<file path="src/sv/ict_pkg.sv">
`timescale 1ns / 1ps

package ict_pkg;

  // Token kinds
  localparam logic [3:0] TK_SECT_OPEN = 4'd0;
  localparam logic [3:0] TK_SECT_CHAR = 4'd1;
  localparam logic [3:0] TK_SECT_END  = 4'd2;
  localparam logic [3:0] TK_KEY_CHAR  = 4'd3;
  localparam logic [3:0] TK_KEY_END   = 4'd4;
  localparam logic [3:0] TK_VAL_CHAR  = 4'd5;
  localparam logic [3:0] TK_VAL_END   = 4'd6;
  localparam logic [3:0] TK_EOF       = 4'd7;
  localparam logic [3:0] TK_ERROR     = 4'd8;

  // Error codes
  localparam logic [1:0] ERR_UNEXPECTED   = 2'd0;
  localparam logic [1:0] ERR_PREMATURE    = 2'd1;
  localparam logic [1:0] ERR_EOL_IN_QUOTE = 2'd2;

  // Configuration register indexes
  localparam logic [2:0] CFG_SECT_OPEN  = 3'd0;
  localparam logic [2:0] CFG_SECT_CLOSE = 3'd1;
  localparam logic [2:0] CFG_COMMENT    = 3'd2;
  localparam logic [2:0] CFG_ASSIGN     = 3'd3;
  localparam logic [2:0] CFG_QUOTE      = 3'd4;
  localparam logic [2:0] CFG_ESCAPE     = 3'd5;

  localparam logic [7:0] RST_SECT_OPEN  = 8'h5B;  // [
  localparam logic [7:0] RST_SECT_CLOSE = 8'h5D;  // ]
  localparam logic [7:0] RST_COMMENT    = 8'h3B;  // ;
  localparam logic [7:0] RST_ASSIGN     = 8'h3D;  // =
  localparam logic [7:0] RST_QUOTE      = 8'h22;  // "
  localparam logic [7:0] RST_ESCAPE     = 8'h5C;  // backslash

  localparam logic [7:0]  CH_NL    = 8'h0A;
  localparam logic [23:0] LINE_MAX = 24'hFFFFFF;

  localparam int unsigned QDEPTH = 4;
  localparam int unsigned QAW    = $clog2(QDEPTH);

  typedef struct packed {
    logic [7:0] text_byte;
    logic       end_of_file;
  } in_word_t;

  typedef struct packed {
    logic [3:0]  token_kind;
    logic [7:0]  character;
    logic [1:0]  error_code;
    logic [23:0] line_number;
    logic        last_of_run;
  } out_word_t;

  typedef struct packed {
    logic [7:0] sect_open;
    logic [7:0] sect_close;
    logic [7:0] comment;
    logic [7:0] assign_ch;
    logic [7:0] quote;
    logic [7:0] escape;
  } cfg_t;

  function automatic logic is_space(input logic [7:0] c);
    return c inside {8'h20, [8'h09:8'h0D]};
  endfunction

  function automatic logic is_name_char(input logic [7:0] c);
    return c inside {[8'h30:8'h39], [8'h41:8'h5A], [8'h61:8'h7A], 8'h5F, 8'h2D};
  endfunction

  function automatic logic [7:0] unescape(input logic [7:0] c);
    logic [7:0] r;
    r = c;
    case (c)
      8'h61, 8'h41: r = 8'h07;  // a
      8'h62, 8'h42: r = 8'h08;  // b
      8'h66, 8'h46: r = 8'h0C;  // f
      8'h6E, 8'h4E: r = 8'h0A;  // n
      8'h72, 8'h52: r = 8'h0D;  // r
      8'h74, 8'h54: r = 8'h09;  // t
      8'h76, 8'h56: r = 8'h0B;  // v
      default:      r = c;
    endcase
    return r;
  endfunction

endpackage

</file>
<file path="src/sv/ini_config_tokenizer_top.sv">
`timescale 1ns / 1ps

// INI tokenizer: one text byte per input word, tokens out one per word.
// Input channel (in_valid/in_stall/in_data): text_byte plus end_of_file; a
//   zero byte also counts as end of file. End of file rearms the parser.
// Output channel (out_valid/out_stall/out_data): one token per word, with
//   the line number and last_of_run set on the final token of a byte.
// Config port (cfg_we/cfg_index/cfg_data): six 8-bit delimiter registers,
//   written by the user only while the block is idle (not enforced).
// Datapath: a byte lands in the input register on acceptance, is parsed
//   from there straight into a 4-word result queue when two slots are
//   free, and its first token reaches out_valid from the queue head.
// Throughput: one byte per cycle unless the parse step waits. A byte yields
//   0, 1 or 2 tokens; the queue drains one token per cycle unless out_stall
//   is high, so the parse step waits only when fewer than two queue slots
//   are free. The input stalls while the parse step waits on a full register.
// Reset: delimiters go to [ ] ; = " and backslash, mode to top level,
//   line counter to 1, queue empty.
// Receiver stall: the head token holds; the queue fills, then the input
//   register, then in_stall rises. Nothing is dropped.
// After an error the parser ignores bytes until an end-of-file word.
module ini_config_tokenizer_top (
  input  logic               clk,
  input  logic               rst_n,
  input  logic               in_valid,
  output logic               in_stall,
  input  ict_pkg::in_word_t  in_data,
  output logic               out_valid,
  input  logic               out_stall,
  output ict_pkg::out_word_t out_data,
  input  logic               cfg_we,
  input  logic [2:0]         cfg_index,
  input  logic [7:0]         cfg_data
);
  import ict_pkg::*;

  typedef enum logic [3:0] {
    M_TOP, M_COMMENT, M_SECTION, M_KEY, M_AFTER_KEY,
    M_PRE_VALUE, M_RAW, M_QUOTED, M_ESCAPED, M_HALT
  } mode_t;

  typedef struct packed {
    mode_t      mode;
    logic       again;   // byte is handled again in the new mode
    logic       push;
    logic [3:0] kind;
    logic [7:0] ch;
    logic [1:0] err;
    logic       bump;    // line counter advances before the push
  } step_t;

  // One mode's handling of one byte
  function automatic step_t handle(input mode_t m, input logic [7:0] c, input cfg_t k);
    step_t s;
    s = '{mode: m, again: 1'b0, push: 1'b0, kind: TK_EOF, ch: 8'h00,
          err: ERR_UNEXPECTED, bump: 1'b0};
    case (m)
      M_TOP: begin
        if (c == k.sect_open) begin
          s.push = 1'b1; s.kind = TK_SECT_OPEN; s.mode = M_SECTION;
        end else if (c == k.comment) begin
          s.mode = M_COMMENT;
        end else if (c == CH_NL) begin
          s.bump = 1'b1;
        end else if (is_name_char(c)) begin
          s.mode = M_KEY; s.again = 1'b1;
        end else if (!is_space(c)) begin
          s.push = 1'b1; s.kind = TK_ERROR; s.mode = M_HALT;
        end
      end
      M_COMMENT: begin
        if (c == CH_NL) begin
          s.mode = M_TOP; s.again = 1'b1;
        end
      end
      M_SECTION: begin
        if (c == k.sect_close) begin
          s.push = 1'b1; s.kind = TK_SECT_END; s.mode = M_TOP;
        end else if (c == k.comment || c == CH_NL) begin
          s.push = 1'b1; s.kind = TK_ERROR; s.mode = M_HALT;
        end else if (is_name_char(c) || is_space(c)) begin
          s.push = 1'b1; s.kind = TK_SECT_CHAR; s.ch = c;
        end else begin
          s.push = 1'b1; s.kind = TK_ERROR; s.mode = M_HALT;
        end
      end
      M_KEY: begin
        if (c == k.assign_ch) begin
          s.push = 1'b1; s.kind = TK_KEY_END; s.mode = M_PRE_VALUE;
        end else if (c == k.comment) begin
          s.push = 1'b1; s.kind = TK_ERROR; s.mode = M_HALT;
        end else if (c == CH_NL) begin
          s.bump = 1'b1; s.push = 1'b1; s.kind = TK_KEY_END; s.mode = M_AFTER_KEY;
        end else if (is_space(c)) begin
          s.push = 1'b1; s.kind = TK_KEY_END; s.mode = M_AFTER_KEY;
        end else if (is_name_char(c)) begin
          s.push = 1'b1; s.kind = TK_KEY_CHAR; s.ch = c;
        end else begin
          s.push = 1'b1; s.kind = TK_ERROR; s.mode = M_HALT;
        end
      end
      M_AFTER_KEY: begin
        if (c == k.assign_ch) begin
          s.mode = M_PRE_VALUE;
        end else if (c == CH_NL) begin
          s.bump = 1'b1;
        end else if (!is_space(c)) begin
          s.push = 1'b1; s.kind = TK_ERROR; s.mode = M_HALT;
        end
      end
      M_PRE_VALUE: begin
        if (c == k.comment) begin
          s.push = 1'b1; s.kind = TK_ERROR; s.mode = M_HALT;
        end else if (c == CH_NL) begin
          s.bump = 1'b1;
        end else if (is_space(c)) begin
          s.mode = M_PRE_VALUE;
        end else if (c == k.quote) begin
          s.mode = M_QUOTED;
        end else begin
          s.push = 1'b1; s.kind = TK_VAL_CHAR; s.ch = c; s.mode = M_RAW;
        end
      end
      M_RAW: begin
        if (c == CH_NL || is_space(c) || c == k.comment) begin
          s.push = 1'b1; s.kind = TK_VAL_END; s.mode = M_TOP; s.again = 1'b1;
        end else begin
          s.push = 1'b1; s.kind = TK_VAL_CHAR; s.ch = c;
        end
      end
      M_QUOTED: begin
        if (c == CH_NL) begin
          s.push = 1'b1; s.kind = TK_ERROR; s.err = ERR_EOL_IN_QUOTE; s.mode = M_HALT;
        end else if (c == k.escape) begin
          s.mode = M_ESCAPED;
        end else if (c == k.quote) begin
          s.push = 1'b1; s.kind = TK_VAL_END; s.mode = M_TOP;
        end else begin
          s.push = 1'b1; s.kind = TK_VAL_CHAR; s.ch = c;
        end
      end
      M_ESCAPED: begin
        if (c == CH_NL) begin
          s.push = 1'b1; s.kind = TK_ERROR; s.err = ERR_EOL_IN_QUOTE; s.mode = M_HALT;
        end else begin
          s.push = 1'b1; s.kind = TK_VAL_CHAR; s.ch = unescape(c); s.mode = M_QUOTED;
        end
      end
      default: begin
        s.mode = m;   // halted: byte dropped
      end
    endcase
    return s;
  endfunction

  // Registers
  cfg_t       cfg_r;
  mode_t      mode_r, mode_nxt;
  logic [23:0] line_r, line_nxt;
  logic       item_v_r;
  in_word_t   item_r;
  out_word_t  q_r [QDEPTH];
  logic [QAW-1:0] wr_ptr_r, rd_ptr_r;
  logic [QAW:0]   count_r, count_nxt;

  // Parse step
  out_word_t  res0, res1;
  logic [1:0] nres;
  logic       is_eof;
  logic       advance, pop;
  logic [QAW:0] count_after_pop;

  always_comb begin
    step_t      st;
    mode_t      m;
    logic [23:0] ln;
    logic       active;
    res0 = '0;
    res1 = '0;
    nres = 2'd0;
    m = mode_r;
    ln = line_r;
    active = 1'b0;
    st = '0;
    is_eof = item_r.end_of_file || (item_r.text_byte == 8'h00);
    if (is_eof) begin
      case (mode_r)
        M_TOP, M_COMMENT, M_HALT: begin
          nres = 2'd1;
        end
        M_RAW: begin
          res0.token_kind = TK_VAL_END;
          res0.line_number = line_r;
          nres = 2'd2;
        end
        default: begin
          res0.token_kind = TK_ERROR;
          res0.error_code = ERR_PREMATURE;
          res0.line_number = line_r;
          nres = 2'd2;
        end
      endcase
      if (nres == 2'd1) begin
        res0.token_kind = TK_EOF;
        res0.line_number = line_r;
      end else begin
        res1.token_kind = TK_EOF;
        res1.line_number = line_r;
      end
      m = M_TOP;
      ln = 24'd1;
    end else begin
      active = (mode_r != M_HALT);
      // a byte passes through at most two modes (raw then top, comment then top, or top then key)
      for (int i = 0; i < 3; i++) begin
        if (active) begin
          st = handle(m, item_r.text_byte, cfg_r);
          if (st.bump && ln != LINE_MAX) begin
            ln = ln + 24'd1;
          end
          if (st.push) begin
            if (nres == 2'd0) begin
              res0.token_kind = st.kind;
              res0.character = st.ch;
              res0.error_code = st.err;
              res0.line_number = ln;
            end else begin
              res1.token_kind = st.kind;
              res1.character = st.ch;
              res1.error_code = st.err;
              res1.line_number = ln;
            end
            nres = nres + 2'd1;
          end
          m = st.mode;
          active = st.again;
        end
      end
    end
    res0.last_of_run = (nres == 2'd1);
    res1.last_of_run = (nres == 2'd2);
    mode_nxt = m;
    line_nxt = ln;
  end

  assign out_valid = (count_r != '0);
  assign out_data  = q_r[rd_ptr_r];
  assign pop       = out_valid && !out_stall;
  assign count_after_pop = count_r - {{QAW{1'b0}}, pop};
  // parse only when two slots are free after this cycle's pop
  assign advance   = item_v_r && (count_after_pop <= (QAW + 1)'(QDEPTH - 2));
  assign in_stall  = item_v_r && !advance;
  assign count_nxt = count_after_pop + (advance ? {{(QAW - 1){1'b0}}, nres} : '0);

  always_ff @(posedge clk) begin
    if (!rst_n) begin
      cfg_r    <= '{sect_open: RST_SECT_OPEN, sect_close: RST_SECT_CLOSE,
                    comment: RST_COMMENT, assign_ch: RST_ASSIGN,
                    quote: RST_QUOTE, escape: RST_ESCAPE};
      mode_r   <= M_TOP;
      line_r   <= 24'd1;
      item_v_r <= 1'b0;
      wr_ptr_r <= '0;
      rd_ptr_r <= '0;
      count_r  <= '0;
    end else begin
      if (cfg_we) begin
        case (cfg_index)
          CFG_SECT_OPEN:  cfg_r.sect_open  <= cfg_data;
          CFG_SECT_CLOSE: cfg_r.sect_close <= cfg_data;
          CFG_COMMENT:    cfg_r.comment    <= cfg_data;
          CFG_ASSIGN:     cfg_r.assign_ch  <= cfg_data;
          CFG_QUOTE:      cfg_r.quote      <= cfg_data;
          CFG_ESCAPE:     cfg_r.escape     <= cfg_data;
          default: ;
        endcase
      end
      if (advance) begin
        mode_r   <= mode_nxt;
        line_r   <= line_nxt;
        wr_ptr_r <= wr_ptr_r + QAW'(nres);
      end
      if (in_valid && !in_stall) begin
        item_v_r <= 1'b1;
      end else if (advance) begin
        item_v_r <= 1'b0;
      end
      if (pop) begin
        rd_ptr_r <= rd_ptr_r + QAW'(1);
      end
      count_r <= count_nxt;
    end
  end

  // Payload: input register and result queue
  always_ff @(posedge clk) begin
    if (in_valid && !in_stall) begin
      item_r <= in_data;
    end
    if (advance && nres != 2'd0) begin
      q_r[wr_ptr_r] <= res0;
    end
    if (advance && nres == 2'd2) begin
      q_r[wr_ptr_r + QAW'(1)] <= res1;
    end
  end

  // Checks
  a_count_bound: assert property (@(posedge clk) disable iff (!rst_n)
    count_r <= (QAW + 1)'(QDEPTH))
    else $error("result queue overflow");

  a_eof_rearm: assert property (@(posedge clk) disable iff (!rst_n)
    (advance && is_eof) |=> (mode_r == M_TOP && line_r == 24'd1))
    else $error("end of file did not rearm parser");

  a_halt_silent: assert property (@(posedge clk) disable iff (!rst_n)
    (advance && !is_eof && mode_r == M_HALT) |-> (nres == 2'd0))
    else $error("halted parser produced a token");

  a_line_nonzero: assert property (@(posedge clk) disable iff (!rst_n)
    line_r != 24'd0)
    else $error("line counter reached zero");

  a_two_tokens_last: assert property (@(posedge clk) disable iff (!rst_n)
    (advance && nres == 2'd2) |-> (res1.last_of_run && !res0.last_of_run))
    else $error("last_of_run misplaced");

endmodule

</file>
<file path="config.mk">
export PLATFORM = sky130hd
export DESIGN_NAME = ini_config_tokenizer_top
export DESIGN_NICKNAME = d
export VERILOG_FILES = /design/src/sv/ict_pkg.sv /design/src/sv/ini_config_tokenizer_top.sv
export SDC_FILE = /design/constraint.sdc
export NUM_CORES = 1
export LEC_CHECK = 0
export BUFFER_PORTS_ARGS = -buffer_cell sky130_fd_sc_hd__buf_4
export CORE_UTILIZATION = 59
export CTS_CLUSTER_DIAMETER = 120
export CTS_CLUSTER_SIZE = 28
export DETAILED_ROUTE_END_ITERATION = 10
export PLACE_DENSITY = 0.77
export SKIP_LAST_GASP = 1
export SYNTH_ARGS = -nofsm -noshare
export SYNTH_HDL_FRONTEND = slang
export SYNTH_SLANG_ARGS = --single-unit
export TNS_END_PERCENT = 30
</file>
<file path="constraint.sdc">
create_clock -name clk -period 8 [get_ports clk]
set_input_delay 0.4 -clock clk [delete_from_list [all_inputs] [get_ports clk]]
set_output_delay 0.4 -clock clk [all_outputs]
set_load 0.01 [all_outputs]
</file>
[Yosys cells after proc, flatten, opt, wreduce, memory -nomap -nowiden]
Memories as Yosys holds them, arrays and structs flattened. A register that Yosys moved wholly into a read port is not among the register bits.
Index checks and enable logic that the tools add are counted.
Operators by class
  $add $sub $neg: 10
  $lt $le $gt $ge: 9
  equality and inequality tests: 61
  multiplexer cells: 238
  reductions and logical operators: 51
Operators by type and width (count)
  $mux 38: 14
  $mux 24: 15
  $mux 4: 71
  $mux 13: 18
  $mux 5: 31
  $mux 8: 18
  $pmux 8 s6: 3
  $eq 8x7->1 const B: 15
  $pmux 5 s8: 3
  $pmux 4 s9: 3
  $add 24x1->24 const B: 3
  $ne 24x24->1 const B: 3
  $pmux 8 s7: 1
  $eq 4x3->1 const B: 12
  $eq 8x8->1: 6
  $mux 10: 4
  $mux 2: 19
  $mux 1: 28
  $mux 26: 1
  $eq 4x2->1 const B: 6
  $reduce_or 2->1: 10
  $eq 4x4->1 const B: 4
  $eq 8x6->1 const B: 2
  $ge 8x7->1 const B: 2
  36 further kinds: 77
Word-level totals
  flip-flop bits (word level): 93
  bits in writable memories: 156
  word-level logic and storage cells: 384
  memories kept: 1
Memory list
  q_r: words 4, width 39, rd ports 1, clocked after Yosys merged registers in 1, wr ports 2, line ini_config_tokenizer_top.sv:162  | out_word_t q_r [QDEPTH];

[Depth between registers and ports, before layout]
  depth after elaboration: 34
  gate-level depth with buffers: 22
  mapped depth without buffers: 19

[Worst setup path before layout]
Ideal clock, no wire load.
  path type: register to register
  start: register item_r[2] in the netlist's numbering
  end: memory q_r[0][0] in the netlist's numbering, enable pin
  setup time: 0.396 ns
  arrival: 5.057 ns
  data required time: 7.604 ns
  slack: 2.547 ns
  cell stages (with the launch flop): 17
  path buffers: 4
  path through: edfxtp_1 buf_6 buf_6 or4_4 o221ai_2 o2111ai_1 buf_2 a21oi_1 o22ai_1 o31ai_4 mux2i_1 o21ai_0 ha_1 o41ai_1 nand3_1 clkbuf_1 nand2_1
RTL lines
  start: declaration: line ini_config_tokenizer_top.sv:161  | in_word_t item_r;
  start signal: assignment: line ini_config_tokenizer_top.sv:298  | item_r <= in_data;
  end: declaration: line ini_config_tokenizer_top.sv:162

==> results.sh <==
export IMPL_clock_sinks=251
export IMPL_postPlaceCellArea_mm2=0.0159
export IMPL_fp_dieH_um=163
export IMPL_fp_coreArea_mm2=0.0254
export IMPL_stdcell_count=1948
export IMPL_path_clk_slew_ns=0.11
export IMPL_fmax_mhz=150
export IMPL_worstMarginPinSlew_ns=1.20
export IMPL_synth_distinct_cells=101
export IMPL_irDropWorstVdd_mv=0.212
export IMPL_fin_nets=1643
export IMPL_grt_overflow_total=0
export IMPL_required_ns=8.19
export IMPL_vias_per_cell=6.84
export IMPL_status="complete, no violations"
export IMPL_rsz0062_at_grt="false"
export IMPL_synth_warnings=0
export IMPL_ctsHoldBuffers=0
export IMPL_syn_area_mm2=0.0154
export IMPL_crit_path_start_kind="register"
export IMPL_crit_slowest_cell="edfxtp_1"
export IMPL_seqPwrFrac_pct=45.2
export IMPL_root_buffer="clkbuf_16"
export IMPL_synth_area_per_cell_um2=9.42
export IMPL_drt_iter0_markers=2018
export IMPL_arrival_ns=6.86
export IMPL_post_cts_buffers=0
export IMPL_synth_cells=1633
export IMPL_finalSetupTns_ns=0
export IMPL_seqCellArea_mm2=0.00664
export IMPL_grt_pass1_vias=12212
export IMPL_postCtsResizedCells=0
export IMPL_synth_edf_count=161
export IMPL_grt_pass1_wl_um=70100
export IMPL_worstSetupPathType="register to register"
export IMPL_grt_usage_pct=34.0
export IMPL_path_common_cell="nand2_1"
export IMPL_finish_utilization_pct=64.2
export IMPL_area_delta_synth_final_pct=5.92
export IMPL_ant_nets=0
export IMPL_clkPwrFrac_pct=21.8
export IMPL_path_cells="nor2b_1 > nand4_1 > o31a_1 > a31o_2 > o21bai_1 > o31ai_4 > mux2i_1 > o21ai_0 > ha_1 > o41ai_1 > nand2_1 > nand2_1 > buf_4"
export IMPL_worst_setup_path_end_kind="register"
export IMPL_hold_violations=0
export IMPL_hold_ws_ns=0.0638
export IMPL_vias=13329
export IMPL_drv_slew=0
export IMPL_route_detailed_drc=0
export IMPL_fin_skew_ns=0.0267
export IMPL_die_w_um=163
export IMPL_period_needed_ns=6.67
export IMPL_max_stage_delay_ns=0.90
export IMPL_wl_per_cell_um=23.4
export IMPL_cts_max_path_buffers=3
export IMPL_worst_path_max_fanout=23
export IMPL_clock_latency_ns=0.51
export IMPL_diodes=0
export IMPL_hold_path_class="primary input to register"
export IMPL_numCtsBuffers=13
export IMPL_initial_core_util_pct=60.6
export IMPL_slew_headroom_pct=20.1
export IMPL_firstDrtPassIters=6
export IMPL_final_cell_area_mm2=0.0163
export IMPL_grt_max_degree=66
export IMPL_gp_congestion=0.959
export IMPL_htreeDepth=1
export IMPL_multi_input_area_mm2=0.00813
export IMPL_synth_main_ff_cell="edfxtp_1"
export IMPL_p_sw_mw=1.23
export IMPL_dieArea_mm2=0.0267
export IMPL_p_per_area_mw_per_mm2=215
export IMPL_layout_drive_gt1_share_pct=12.9
export IMPL_core_rowCount=58
export IMPL_totalWireLength_um=45600
export IMPL_antenna_found_initial=0
export IMPL_p_int_mw=2.27
export IMPL_io_buffers=65
export IMPL_dpl_hpwl_um=32600
export IMPL_syn_nets=1665
export IMPL_pwr_share_comb_pct=33.1
export IMPL_p_sw_share_pct=35.1
export IMPL_maxCapViolCount=0
export IMPL_leakagePower_nw=5.23
export IMPL_postSynth_asyncResetShare_pct=0
export IMPL_cts_tree="yes"
export IMPL_n_fill_cell=2058
export IMPL_io_pins=66
export IMPL_seq_area_frac_synth_pct=43.1
export IMPL_fin_crit_sh_pct=83.4
export IMPL_setup_viol=0
export IMPL_ys_seq_elements=251
export IMPL_place_inst=1926
[worst max-delay path: cells and delay by family (launching register included)]
kind	cells	cell delay (ns)
compound gates	6	2.36
simple gates	4	1.99
flops	1	0.90
fa+ha+maj	1	0.39
mux	1	0.38
buf+inv	1	0.33
[layout make-up]
cell class	instances	share of cell area, %
clock buffers	19	2.13
clock inverters	3	0.292
inverters	22	0.507
multi-input cells	1238	49.9
flip-flops and latches	251	40.7
well taps	330	2.53
repair buffers	85	3.92
[path summary, 6_finish.rpt]
kind                   start    endpoint  slack (ns)  depth (start not counted)
setup / recovery   item_r[2]   q_r[1][4]        1.33                         13
hold / removal    in_data[8]   item_r[8]        0.06                          1
setup reg to reg   item_r[2]   q_r[1][4]        1.33                         13
hold reg to reg   q_r[3][25]  q_r[3][25]        0.46                          2
[Yosys cell counts, drive strengths merged, types with 7 or more instances]
| cell | number | area [um2] |
|---|---|---|
| nand2 | 274 | 1030 |
| edfxtp | 161 | 4830 |
| o21ai | 130 | 654 |
| nor2 | 114 | 435 |
| dfxtp | 90 | 1800 |
| clkbuf | 78 | 293 |
| nand3 | 76 | 385 |
| a21oi | 69 | 375 |
| xor2 | 65 | 577 |
| o22ai | 47 | 294 |
| buf | 44 | 249 |
| nor3 | 40 | 248 |
| mux4 | 39 | 878 |
| a22oi | 33 | 258 |
| xnor2 | 30 | 263 |
| and2 | 27 | 169 |
| a21boi | 25 | 188 |
| inv | 22 | 82.6 |
| nor4 | 22 | 231 |
| nand4 | 21 | 131 |
| and3 | 17 | 106 |
| a31oi | 14 | 93.8 |
| nor2b | 14 | 87.6 |
| o31ai | 14 | 119 |
| o211ai | 12 | 118 |
| or3 | 11 | 73.8 |
| nand3b | 9 | 71.3 |
| or2 | 8 | 50.1 |
| a211oi | 7 | 70.1 |
| or4 | 7 | 60.1 |
[power by group through the flow]
stage	clock network (mW)	logic, mW	registers, mW
final	0.761	1.16	1.58
after global routing	0.804	1.25	1.59
after CTS	0.769	1.15	1.58
after detailed placement	0	1.15	1.61
after global placement	0	1.13	1.60
after floorplan	0	0.820	1.54
[layer usage]
layer / global-route usage (%) / vias to the layer above / routed length [um]
li1: - / 6000 / -
met5: 0 / - / 0
met3: 6.20 / 120 / 5400
met4: 9.09 / 0 / 1220
met2: 52.5 / 894 / 20200
met1: 49.1 / 6315 / 18800
[placed cells by master (no fill, tap or decap), drive strengths merged, types with 19 or more instances in the layout]
cell type  count
xor2          65
mux4          39
o22ai         47
nand2        274
o21ai        130
inv           24
nor3          40
clkbuf        19
a22oi         33
edfxtp       161
nand4         21
a21boi        25
nand3         76
dfxtp         90
a21oi         69
buf           85
and2          27
nor2         114
xnor2         30
nor4          22
[sequential cells by signal, summed over array words and instances (netlist names), 2 cells and up, named ones only]
name / flops
q_r: 156
cfg_r: 48
line_r: 24
item_r: 9
mode_r: 4
count_r: 3
rd_ptr_r: 2
wr_ptr_r: 2
[cells by family (layout without fill, tap and decap cells)]
group,after synthesis,count (layout),synth area share [%]
muxes,44,44,6.07
DFF,251,251,43.1
and+or+nand+nor,666,666,21.6
adders and majority gates,7,7,0.618
xor gates and xnor gates,95,95,5.46
AOI/OAI and AO/OA,426,426,19.0
buffers and inverters,144,129,4.06
[metrics by stage]
stage	worst slack (ns)	power [mW]
floorplan	2.55	2.36
global placement	1.79	2.73
detailed placement	1.55	2.75
CTS	1.52	3.50
global route	0.875	3.65
finish	1.33	3.50
(Power assumes the default switching activity.)
